==> src/hdl/mpgm_pkg.sv <==
package mpgm_pkg;

  localparam int SAMPLE_W   = 16;
  localparam int GAIN_W     = 16;
  localparam int COUNT_W    = 24;
  localparam int PROD_W     = 32;
  localparam int ACC_W      = 48;
  localparam int STEP_CNT_W = 4;
  localparam int CFG_IDX_W  = 8;
  localparam int CFG_DATA_W = 24;

  localparam logic [GAIN_W-1:0]  GAIN_UNITY = 16'd4096;
  localparam logic [COUNT_W-1:0] COUNT_ONE  = 24'd256;
  localparam logic [COUNT_W-1:0] COUNT_MAX  = 24'hFFFFFF;

  localparam logic [SAMPLE_W-1:0] OUT_MAX = 16'h7FFF;
  localparam logic [SAMPLE_W-1:0] OUT_MIN = 16'h8000;

  localparam logic [CFG_IDX_W-1:0] REG_LEFT_GAIN      = 8'd0;
  localparam logic [CFG_IDX_W-1:0] REG_RIGHT_GAIN     = 8'd1;
  localparam logic [CFG_IDX_W-1:0] REG_OFF_PHASE_GAIN = 8'd2;
  localparam logic [CFG_IDX_W-1:0] REG_HALF_PERIOD    = 8'd3;

  typedef enum logic [2:0] {
    ST_IDLE,
    ST_GAIN,
    ST_LOADB,
    ST_SCALE,
    ST_DONE
  } state_t;

  typedef struct packed {
    logic load_a;
    logic load_b;
    logic step;
  } mul_ctl_t;

endpackage

==> src/hdl/mpgm_gate.sv <==
module mpgm_gate (
  input  logic                          clk,
  input  logic                          rst,
  input  logic                          advance,
  input  logic [mpgm_pkg::COUNT_W-1:0]  half_period,
  input  logic [mpgm_pkg::GAIN_W-1:0]   off_phase_gain,
  output logic [mpgm_pkg::GAIN_W-1:0]   gate
);

  logic [mpgm_pkg::COUNT_W-1:0] phase_count;
  logic [mpgm_pkg::COUNT_W-1:0] phase_count_next;
  logic                         on_phase;
  logic                         on_phase_next;
  logic                         pulsing;
  logic [mpgm_pkg::COUNT_W:0]   count_inc;

  assign pulsing   = (half_period != '0);
  assign count_inc = {1'b0, phase_count} + {1'b0, mpgm_pkg::COUNT_ONE};
  assign gate      = (pulsing && !on_phase) ? off_phase_gain : mpgm_pkg::GAIN_UNITY;

  always_comb begin
    phase_count_next = phase_count;
    on_phase_next    = on_phase;
    if (pulsing) begin
      if (phase_count >= half_period) begin
        phase_count_next = phase_count - half_period;
        on_phase_next    = !on_phase;
      end else if (count_inc[mpgm_pkg::COUNT_W]) begin
        // counter pinned at its top value
        phase_count_next = mpgm_pkg::COUNT_MAX;
      end else begin
        phase_count_next = count_inc[mpgm_pkg::COUNT_W-1:0];
      end
    end
  end

  always_ff @(posedge clk) begin
    if (rst) begin
      phase_count <= '0;
      on_phase    <= 1'b1;
    end else if (advance) begin
      phase_count <= phase_count_next;
      on_phase    <= on_phase_next;
    end
  end

endmodule

==> src/hdl/mpgm_chan.sv <==
module mpgm_chan (
  input  logic                           clk,
  input  mpgm_pkg::mul_ctl_t             ctl,
  input  logic [mpgm_pkg::GAIN_W-1:0]    gain,
  input  logic [mpgm_pkg::GAIN_W-1:0]    gate,
  input  logic [mpgm_pkg::SAMPLE_W-1:0]  mag,
  input  logic                           neg,
  output logic [mpgm_pkg::SAMPLE_W-1:0]  result
);

  logic [mpgm_pkg::ACC_W-1:0]    acc;
  logic [mpgm_pkg::PROD_W-1:0]   mcand;
  logic [mpgm_pkg::SAMPLE_W-1:0] mplier;
  logic [mpgm_pkg::PROD_W:0]     sum;
  logic [mpgm_pkg::COUNT_W-1:0]  q;

  // shift-add over one multiplier bit per cycle; adds land in the top bits
  assign sum = {1'b0, acc[mpgm_pkg::ACC_W-1:mpgm_pkg::SAMPLE_W]}
             + (mplier[0] ? {1'b0, mcand} : '0);

  always_ff @(posedge clk) begin
    if (ctl.load_a) begin
      acc    <= '0;
      mcand  <= {{(mpgm_pkg::PROD_W-mpgm_pkg::GAIN_W){1'b0}}, gain};
      mplier <= gate;
    end else if (ctl.load_b) begin
      // gain * gate sits in the low bits after the first pass
      acc    <= '0;
      mcand  <= acc[mpgm_pkg::PROD_W-1:0];
      mplier <= mag;
    end else if (ctl.step) begin
      acc    <= {sum, acc[mpgm_pkg::SAMPLE_W-1:1]};
      mplier <= {1'b0, mplier[mpgm_pkg::SAMPLE_W-1:1]};
    end
  end

  assign q = acc[mpgm_pkg::ACC_W-1:mpgm_pkg::ACC_W-mpgm_pkg::COUNT_W];

  always_comb begin
    if (neg) begin
      if (q > {8'd0, mpgm_pkg::OUT_MIN}) begin
        result = mpgm_pkg::OUT_MIN;
      end else begin
        result = ~q[mpgm_pkg::SAMPLE_W-1:0] + 16'd1;
      end
    end else begin
      if (q > {8'd0, mpgm_pkg::OUT_MAX}) begin
        result = mpgm_pkg::OUT_MAX;
      end else begin
        result = q[mpgm_pkg::SAMPLE_W-1:0];
      end
    end
  end

endmodule

==> src/hdl/mono_to_stereo_pan_gate_mixer_core.sv <==
// mono to stereo pan mixer with pulse gate. each mono sample (s_tdata, signed 16 bit)
// gives one stereo frame: left and right are sample * channel gain * gate / 2^24,
// truncated toward zero and saturated to 16 bits; s_tlast passes to m_tlast. gains
// are unsigned q4.12, half_period is q16.8 and zero turns the gate off. each channel
// has a bit-serial shift-add multiplier: the accept cycle loads both multipliers,
// ST_GAIN forms gain * gate, ST_LOADB reloads, ST_SCALE scales the sample
// magnitude and ST_DONE moves the result into the output register; only then is
// a new sample taken. the move waits while the previous frame is still unread.
// a new sample is accepted while the previous frame waits on m_tready. config
// writes (cfg_index 0..3: left, right, off-phase gain, half period) are always
// taken and belong in idle time only; other indexes are ignored.
module mono_to_stereo_pan_gate_mixer_core (
  input  logic                             clk,
  input  logic                             rst,
  input  logic                             s_tvalid,
  output logic                             s_tready,
  input  logic [15:0]                      s_tdata,   // [15:0] sample_in
  input  logic                             s_tlast,
  output logic                             m_tvalid,
  input  logic                             m_tready,
  output logic [31:0]                      m_tdata,   // [15:0] left_out, [31:16] right_out
  output logic                             m_tlast,
  input  logic                             cfg_valid,
  output logic                             cfg_ready,
  input  logic [mpgm_pkg::CFG_IDX_W-1:0]   cfg_index,
  input  logic [mpgm_pkg::CFG_DATA_W-1:0]  cfg_data
);

  mpgm_pkg::state_t state;
  mpgm_pkg::state_t state_next;
  mpgm_pkg::mul_ctl_t mul_ctl;

  logic [mpgm_pkg::GAIN_W-1:0]     left_gain;
  logic [mpgm_pkg::GAIN_W-1:0]     right_gain;
  logic [mpgm_pkg::GAIN_W-1:0]     off_phase_gain;
  logic [mpgm_pkg::COUNT_W-1:0]    half_period;
  logic [mpgm_pkg::GAIN_W-1:0]     gate;
  logic [mpgm_pkg::STEP_CNT_W-1:0] step_cnt;
  logic [mpgm_pkg::SAMPLE_W-1:0]   sample;
  logic [mpgm_pkg::SAMPLE_W-1:0]   mag;
  logic                            neg;
  logic                            last;
  logic [mpgm_pkg::SAMPLE_W-1:0]   left_res;
  logic [mpgm_pkg::SAMPLE_W-1:0]   right_res;
  logic                            accept;
  logic                            out_free;
  logic                            out_load;
  logic                            step_last;

  assign cfg_ready = 1'b1;
  assign accept    = s_tvalid && s_tready;
  assign out_free  = !m_tvalid || m_tready;
  assign step_last = (step_cnt == '1);
  assign neg       = sample[mpgm_pkg::SAMPLE_W-1];
  assign mag       = neg ? (~sample + 16'd1) : sample;

  always_ff @(posedge clk) begin
    if (rst) begin
      left_gain      <= mpgm_pkg::GAIN_UNITY;
      right_gain     <= mpgm_pkg::GAIN_UNITY;
      off_phase_gain <= '0;
      half_period    <= '0;
    end else if (cfg_valid && cfg_ready) begin
      unique case (cfg_index)
        mpgm_pkg::REG_LEFT_GAIN:      left_gain      <= cfg_data[mpgm_pkg::GAIN_W-1:0];
        mpgm_pkg::REG_RIGHT_GAIN:     right_gain     <= cfg_data[mpgm_pkg::GAIN_W-1:0];
        mpgm_pkg::REG_OFF_PHASE_GAIN: off_phase_gain <= cfg_data[mpgm_pkg::GAIN_W-1:0];
        mpgm_pkg::REG_HALF_PERIOD:    half_period    <= cfg_data;
        default: ;
      endcase
    end
  end

  // next state
  always_comb begin
    state_next = state;
    unique case (state)
      mpgm_pkg::ST_IDLE:  if (s_tvalid) state_next = mpgm_pkg::ST_GAIN;
      mpgm_pkg::ST_GAIN:  if (step_last) state_next = mpgm_pkg::ST_LOADB;
      mpgm_pkg::ST_LOADB: state_next = mpgm_pkg::ST_SCALE;
      mpgm_pkg::ST_SCALE: if (step_last) state_next = mpgm_pkg::ST_DONE;
      mpgm_pkg::ST_DONE:  if (out_free) state_next = mpgm_pkg::ST_IDLE;
      default:            state_next = mpgm_pkg::ST_IDLE;
    endcase
  end

  // outputs
  always_comb begin
    s_tready       = 1'b0;
    mul_ctl.load_a = 1'b0;
    mul_ctl.load_b = 1'b0;
    mul_ctl.step   = 1'b0;
    out_load       = 1'b0;
    unique case (state)
      mpgm_pkg::ST_IDLE: begin
        s_tready       = 1'b1;
        mul_ctl.load_a = s_tvalid;
      end
      mpgm_pkg::ST_GAIN:  mul_ctl.step   = 1'b1;
      mpgm_pkg::ST_LOADB: mul_ctl.load_b = 1'b1;
      mpgm_pkg::ST_SCALE: mul_ctl.step   = 1'b1;
      mpgm_pkg::ST_DONE:  out_load       = out_free;
      default: ;
    endcase
  end

  always_ff @(posedge clk) begin
    if (rst) begin
      state <= mpgm_pkg::ST_IDLE;
    end else begin
      state <= state_next;
    end
  end

  always_ff @(posedge clk) begin
    if (rst || mul_ctl.load_a || mul_ctl.load_b) begin
      step_cnt <= '0;
    end else if (mul_ctl.step) begin
      step_cnt <= step_cnt + 1'b1;
    end
  end

  always_ff @(posedge clk) begin
    if (accept) begin
      sample <= s_tdata;
      last   <= s_tlast;
    end
  end

  always_ff @(posedge clk) begin
    if (rst) begin
      m_tvalid <= 1'b0;
    end else if (out_load) begin
      m_tvalid <= 1'b1;
    end else if (m_tready) begin
      m_tvalid <= 1'b0;
    end
  end

  always_ff @(posedge clk) begin
    if (out_load) begin
      m_tdata <= {right_res, left_res};
      m_tlast <= last;
    end
  end

  mpgm_gate u_gate (
    .clk            (clk),
    .rst            (rst),
    .advance        (accept),
    .half_period    (half_period),
    .off_phase_gain (off_phase_gain),
    .gate           (gate)
  );

  mpgm_chan u_left (
    .clk    (clk),
    .ctl    (mul_ctl),
    .gain   (left_gain),
    .gate   (gate),
    .mag    (mag),
    .neg    (neg),
    .result (left_res)
  );

  mpgm_chan u_right (
    .clk    (clk),
    .ctl    (mul_ctl),
    .gain   (right_gain),
    .gate   (gate),
    .mag    (mag),
    .neg    (neg),
    .result (right_res)
  );

endmodule

==> config.mk <==
export PLATFORM = sky130hd
export DESIGN_NAME = mono_to_stereo_pan_gate_mixer_core
export DESIGN_NICKNAME = d
export VERILOG_FILES = /design/src/hdl/mpgm_pkg.sv /design/src/hdl/mpgm_gate.sv /design/src/hdl/mpgm_chan.sv /design/src/hdl/mono_to_stereo_pan_gate_mixer_core.sv
export SDC_FILE = /design/constraint.sdc
export NUM_CORES = 1
export LEC_CHECK = 0
export BUFFER_PORTS_ARGS = -buffer_cell sky130_fd_sc_hd__buf_4
export CAP_MARGIN = 40
export CORE_MARGIN = 1.5
export CORE_UTILIZATION = 40
export CTS_CLUSTER_DIAMETER = 80
export DETAILED_ROUTE_END_ITERATION = 10
export PLACE_DENSITY_LB_ADDON = 0.12
export SLEW_MARGIN = 15
export SYNTH_ARGS = -nofsm -noshare
export SYNTH_HDL_FRONTEND = slang
export SYNTH_SLANG_ARGS = --single-unit
==> constraint.sdc <==
create_clock -name clk -period 4.4 [get_ports clk]
set_input_delay 0.44 -clock clk [delete_from_list [all_inputs] [get_ports clk]]
set_output_delay 0.44 -clock clk [all_outputs]
set_load 0.05 [all_outputs]
Yosys cells after proc, flatten, opt, wreduce, memory -nomap -nowiden
Index checks and enable logic that the tools add are counted.
- latch bits: 0
- logic and storage cells: 105
- memory bits (writable): 0
- input port bits: 54
- memories: 0
- flip-flop bits (word level): 347
- ROM bits: 0
- eq/ne operators: 12
- mux-type cells: 34
- shift operators: 0
- multiply operators: 0
- reductions and logical operators: 22
- add/subtract/negate cells: 8
- bitwise operators: 3
- div/mod/pow operators: 0
- order comparisons: 5
- operators by type and width (operator ; number):
    two-way mux 16 bit ; 18
    adder 32 x 32 -> 33 bit ; 2
    two-way mux 32 bit ; 2
    adder 16 x 1 -> 16 bit (second input constant) ; 3
    greater-than comparator 24 x 15 -> 1 bit (second input constant) ; 2
    greater-than comparator 24 x 16 -> 1 bit (second input constant) ; 2
    two-way mux 24 bit ; 2
    NOT 16 bit ; 3
    adder 24 x 9 -> 25 bit (second input constant) ; 1
    >= comparator 24 bit ; 1
    nonzero test 24 bit ; 1
    subtractor 24 bit ; 1
    == test 8 x 2 -> 1 bit (second input constant) ; 2
    case mux 3 bit (5 select lines) ; 1
    two-way mux 3 bit ; 4
    AND reduction 2 bit ; 5
    == test 8 x 1 -> 1 bit (second input constant) ; 1
    zero test 8 bit ; 1
    != test 2 bit (second input constant) ; 4
    two-way mux 1 bit ; 7
    == test 3 x 2 -> 1 bit (second input constant) ; 2
    adder 4 x 1 -> 4 bit (second input constant) ; 1
    == test 4 bit (second input constant) ; 1
    AND reduction 4 bit ; 1
    10 further kinds ; 16

Longest topological paths before layout
- word-level depth: 6
- gate-level depth with buffers: 14
- mapped depth without buffers: 12

Hierarchy
From an unflattened synthesis, not the netlist that was laid out.
- cells, all modules: 2239
- area, all modules: 20131.8 um2
- by module, submodules not included (module ; sequential area each (um2) ; area an instance (um2) ; cells each ; times used):
    mpgm_chan (u_right) ; 2242.2 ; 6233.5 ; 729 ; 1
    mpgm_chan (u_left) ; 2242.2 ; 6172.2 ; 709 ; 1
    mono_to_stereo_pan_gate_mixer_core ; 3103.0 ; 4862.2 ; 406 ; 1
    mpgm_gate ; 500.5 ; 2864.0 ; 395 ; 1

Worst setup path after synthesis
No wires, ideal clock.
- kind: register to register
- from: register state[2]
- to: register u_left.mcand[0] (netlist name), enable pin
- arrival time: 3.265 ns
- path slack: 0.726 ns
- stages on the path, launching flop included: 8
- path buffers: 2
- library setup time: 0.409 ns
- cells stage by stage: dfxtp_1 clkbuf_1 nor3_1 nand2_1 clkinv_1 nor2_1 inv_2 clkbuf_1
- cells in the longest elaborated chain, start to end: 3
- RTL lines (item ; line ; source):
    from (decl) ; mono_to_stereo_pan_gate_mixer_core.sv:29 ; mpgm_pkg::state_t state;
    from (signal assigned) ; mono_to_stereo_pan_gate_mixer_core.sv:109 ; state <= mpgm_pkg::ST_IDLE;
    from (signal assigned) ; mono_to_stereo_pan_gate_mixer_core.sv:111 ; state <= state_next;
    == test 3 x 2 -> 1 bit or zero test 3 bit (tied branches) ; mono_to_stereo_pan_gate_mixer_core.sv:94 ; unique case (state)
    two-way mux 1 bit ; mono_to_stereo_pan_gate_mixer_core.sv:94 ;
    nonzero test 2 bit (no line) (*) ; -- ;
    to (signal assigned) ; mpgm_chan.sv:24 ; mcand <= {{(mpgm_pkg::PROD_W-mpgm_pkg::GAIN_W){1'b0}}, gain};
    to (signal assigned) ; mpgm_chan.sv:29 ; mcand <= acc[mpgm_pkg::PROD_W-1:0];
    to (decl) ; mpgm_chan.sv:12 ; logic [mpgm_pkg::PROD_W-1:0] mcand;
Mark *: on every way between the ends. The rest lies on a longest branch, timed or not.
A chain may end at the register's enable or synchronous reset.

Final worst setup path
- from: register u_right.mplier[0] (netlist name)
- to: register u_right.acc[46] (netlist name)
- cells in the longest elaborated chain, start to end: 2
- RTL lines (item ; line ; source):
    from (decl) ; mpgm_chan.sv:13 ; logic [mpgm_pkg::SAMPLE_W-1:0] mplier;
    from (signal assigned) ; mpgm_chan.sv:25 ; mplier <= gate;
    from (signal assigned) ; mpgm_chan.sv:30 ; mplier <= mag;
    from (signal assigned) ; mpgm_chan.sv:33 ; mplier <= {1'b0, mplier[mpgm_pkg::SAMPLE_W-1:1]};
    two-way mux 32 bit ; mpgm_chan.sv:19 ; + (mplier[0] ? {1'b0, mcand} : '0);
    adder 32 x 32 -> 33 bit ; mpgm_chan.sv:19 ;
    to (signal assigned) ; mpgm_chan.sv:32 ; acc <= {sum, acc[mpgm_pkg::SAMPLE_W-1:1]};
    to (decl) ; mpgm_chan.sv:11 ; logic [mpgm_pkg::ACC_W-1:0] acc;
Every way passes these cells.

==> impl_metrics.env <==
export IMPL_worstHoldEndpoint="sample[12]"
export IMPL_ys_seq_area_frac=0.4072
export IMPL_crit_fanout=29
export IMPL_grt_max_degree=101
export IMPL_status="complete, no violations"
export IMPL_rr_endpoint="u_right.acc[46]"
export IMPL_fin_crit_sh=0.8170
export IMPL_grt_pass1_wl_um=82170
export IMPL_worstMarginPinSlew_ps=801.4
export IMPL_reg2reg_from="u_right.mplier[0]"
export IMPL_wl_per_cell_um=17.20
export IMPL_cp_start_kind="flip-flop"
export IMPL_track_usage=0.2129
export IMPL_grt_setup_unrepaired="no"
export IMPL_syn_inst=2302
export IMPL_drc_errors=0
export IMPL_die_h_um=219.1
export IMPL_finalSetupTns_ps=0
export IMPL_regArea_um2=7607
export IMPL_nNetsFinal=2487
export IMPL_io_buffers=88
export IMPL_root_buffer="clkbuf_16"
export IMPL_leakage_nw=8.343
export IMPL_hold_buffers=0
export IMPL_hold_ws_ps=67.98
export IMPL_maxSlewViolCount=0
export IMPL_drt_first_pass_iters=5
export IMPL_core_um2=46360
export IMPL_crit_arrival_ps=4080
export IMPL_syn_area_um2=18680
export IMPL_min_period_ps=3595
export IMPL_fill_cells=4560
export IMPL_syn2layout_area_growth_pct=13.53
export IMPL_synth_flop_cell="dfxtp_1"
export IMPL_htree_levels=2
export IMPL_antenna_found_initial=0
export IMPL_hold_path_class="in2reg"
export IMPL_regToRegSetupSlack_ps=810
export IMPL_postCtsSetupRepairBufs=0
export IMPL_post_cts_resized=0
export IMPL_syn_nets=2452
export IMPL_via_per_inst=5.418
export IMPL_finClkSkew_ps=16.51
export IMPL_core_rowCount=79
export IMPL_ys_warn_count=0
export IMPL_end_kind="flip-flop"
export IMPL_ios=90
export IMPL_yosys_register_bits=331
export IMPL_clock_sinks=331
export IMPL_syn_area_per_cell_um2=8.116
export IMPL_ant_nets=0
export IMPL_gr_total_overflow=0
export IMPL_required_ps=4890
export IMPL_cts_buffers=39
export IMPL_p_total_w=0.007955
export IMPL_start_util=0.4030
export IMPL_grt_pass1_vias=15199
export IMPL_hpwlAfterDp_um=36390
export IMPL_diodes=0
export IMPL_finalHoldViolations=0
export IMPL_reg2reg_depth=11
export IMPL_hp_start="s_tdata[12]"
export IMPL_yosysUniqueCellTypes=88
export IMPL_clk_pin_slew_ps=60
export IMPL_vias=16113
export IMPL_powerDensity_nw_per_um2=375.0
export IMPL_fmax_mhz=278.2
export IMPL_ir_drop_uv=265.8
export IMPL_clk_latency_ps=550
export IMPL_wl_um=51150
export IMPL_async_reset_ff_frac=0
export IMPL_clockBufferDepth=3
export IMPL_finalSetupViolCount=0
export IMPL_drive_gt1_frac=0.09675
export IMPL_place_gp_congestion=0.8923
export IMPL_synth_edf_count=98
export IMPL_multi_input_area_um2=10290
export IMPL_die_area_um2=48020
export IMPL_relSlewSlack=0.4613
export IMPL_detail_route_iter0_violations=1165
export IMPL_die_x_um=219.1
export IMPL_cts_tree="yes"
export IMPL_maxCapViolations=0
export IMPL_hold_depth=1
export IMPL_critPathKind="reg2reg"
==> cells by family (layout without fill, tap and decap cells) <==
kind of cell | count (synthesis) | after routing | share of synthesized area
buffers and inverters | 196 | 261 | 0.04319
DFF | 331 | 331 | 0.4072
AOI/OAI and AO/OA | 612 | 612 | 0.2024
adders and majority gates | 96 | 96 | 0.06549
muxes | 7 | 7 | 0.003750
xor gates and xnor gates | 85 | 85 | 0.03984
and+or+nand+nor | 974 | 974 | 0.2379
other | 1 | 1 | 0.0002007
==> Yosys cell counts (all sizes together), types with 17 or more instances <==
| cell | instances | share of area |
|---|---|---|
| o21ai | 121 | 0.033 |
| and2 | 69 | 0.023 |
| or3 | 19 | 0.0072 |
| a21oi | 272 | 0.073 |
| inv | 71 | 0.014 |
| a21o | 40 | 0.016 |
| ha | 93 | 0.062 |
| edfxtp | 98 | 0.16 |
| nor3 | 43 | 0.013 |
| clkbuf | 103 | 0.021 |
| nor2 | 115 | 0.023 |
| o311ai | 23 | 0.012 |
| nand3 | 54 | 0.016 |
| xor2 | 32 | 0.015 |
| nand2 | 558 | 0.11 |
| o21bai | 17 | 0.0068 |
| nor4 | 20 | 0.0074 |
| a211oi | 31 | 0.013 |
| xnor2 | 53 | 0.025 |
| nand2b | 20 | 0.0067 |
| buf | 21 | 0.0080 |
| dfxtp | 233 | 0.25 |
| and3 | 21 | 0.0070 |
==> worst max-delay path by stage <==
stage / start / to
after floorplan: state[2] / u_left.mcand[0]
after global placement: u_right.mplier[0] / u_right.acc[45]
after detailed placement: u_right.mplier[0] / u_right.acc[45]
after CTS: u_right.mplier[0] / u_right.acc[45]
after global routing: u_right.mplier[0] / u_right.acc[45]
final: u_right.mplier[0] / u_right.acc[46]
==> registers in the layout (all words and copies together) (netlist names) <==
register / flops
half_period: 24
step_cnt: 4
right_gain: 16
last: 1
u_left.mcand: 32
off_phase_gain: 16
m_tvalid: 1
u_right.mplier: 16
u_right.acc: 48
u_gate.on_phase: 1
m_tdata: 32
left_gain: 16
u_gate.phase_count: 24
u_right.mcand: 32
sample: 16
u_left.acc: 48
state: 3
m_tlast: 1
==> per-stage QoR <==
step	utilization	cells	setup WS, ps	instance area [um^2]
final	0.4576	2974	805.3	21210
after global routing	0.4576	2974	579.7	21210
after CTS	0.4567	2971	814.1	21170
after detailed placement	0.4281	2900	836.5	19850
after global placement	0.4261	2893	921.8	19750
after floorplan	-	2302	726.2	18680
==> per-layer routing <==
layer	track usage	up-vias	part of all wire
met5	0	-	0
met1	0.3005	7572	0.49
met2	0.3381	338	0.44
met4	0.06370	0	0.022
li1	-	8140	-
met3	0.02730	63	0.044
==> layout by cell type, fill, tap and decap left out, drive strengths merged, types with 5 or more instances in the layout <==
cell type  synthesis  final
a31oi             12     12
and2              69     69
inv               71     71
or3               19     19
nor4              20     20
nand3             54     54
xnor2             53     53
buf               21    117
a22o               6      6
edfxtp            98     98
and3              21     21
nor3              43     43
o21bai            17     17
nor2             115    115
dfxtp            233    233
a21o              40     40
nor3b              8      8
a2111oi            5      5
o311ai            23     23
o21a              14     14
nand2            558    558
clkinv             1     10
ha                93     93
a211oi            31     31
a21boi             5      5
a21oi            272    272
mux2i              7      7
nor2b              8      8
nand2b            20     20
o31ai             11     11
nand4             13     13
nand3b             6      6
o22ai             13     13
o41ai              8      8
clkbuf           103     59
o21ai            121    121
xor2              32     32
o211ai             5      5
==> worst max-delay path, stage by stage (launching register included) <==
cell,delay (ps)
edfxtp_1,590
buf_4,320
and2_1,170
ha_1,340
a21oi_1,100
a211oi_1,340
o21ai_0,270
a211oi_1,410
o21a_1,340
a21oi_1,130
or4_1,410
nand3_1,100
==> final cells by class <==
class	count	area share
multi-input combinational	1775	0.4852
sequential	331	0.3586
clock buffer	58	0.05763
timing repair buffer	118	0.04518
tap	607	0.03580
inverter	72	0.01280
clock inverter	13	0.004778
==> report_power, final <==
part / switching [W] / internal (W)
registers: 0.000115 / 0.00329
clock network: 0.00132 / 0.00199
logic: 0.000769 / 0.000477
(Power assumes the default switching activity.)
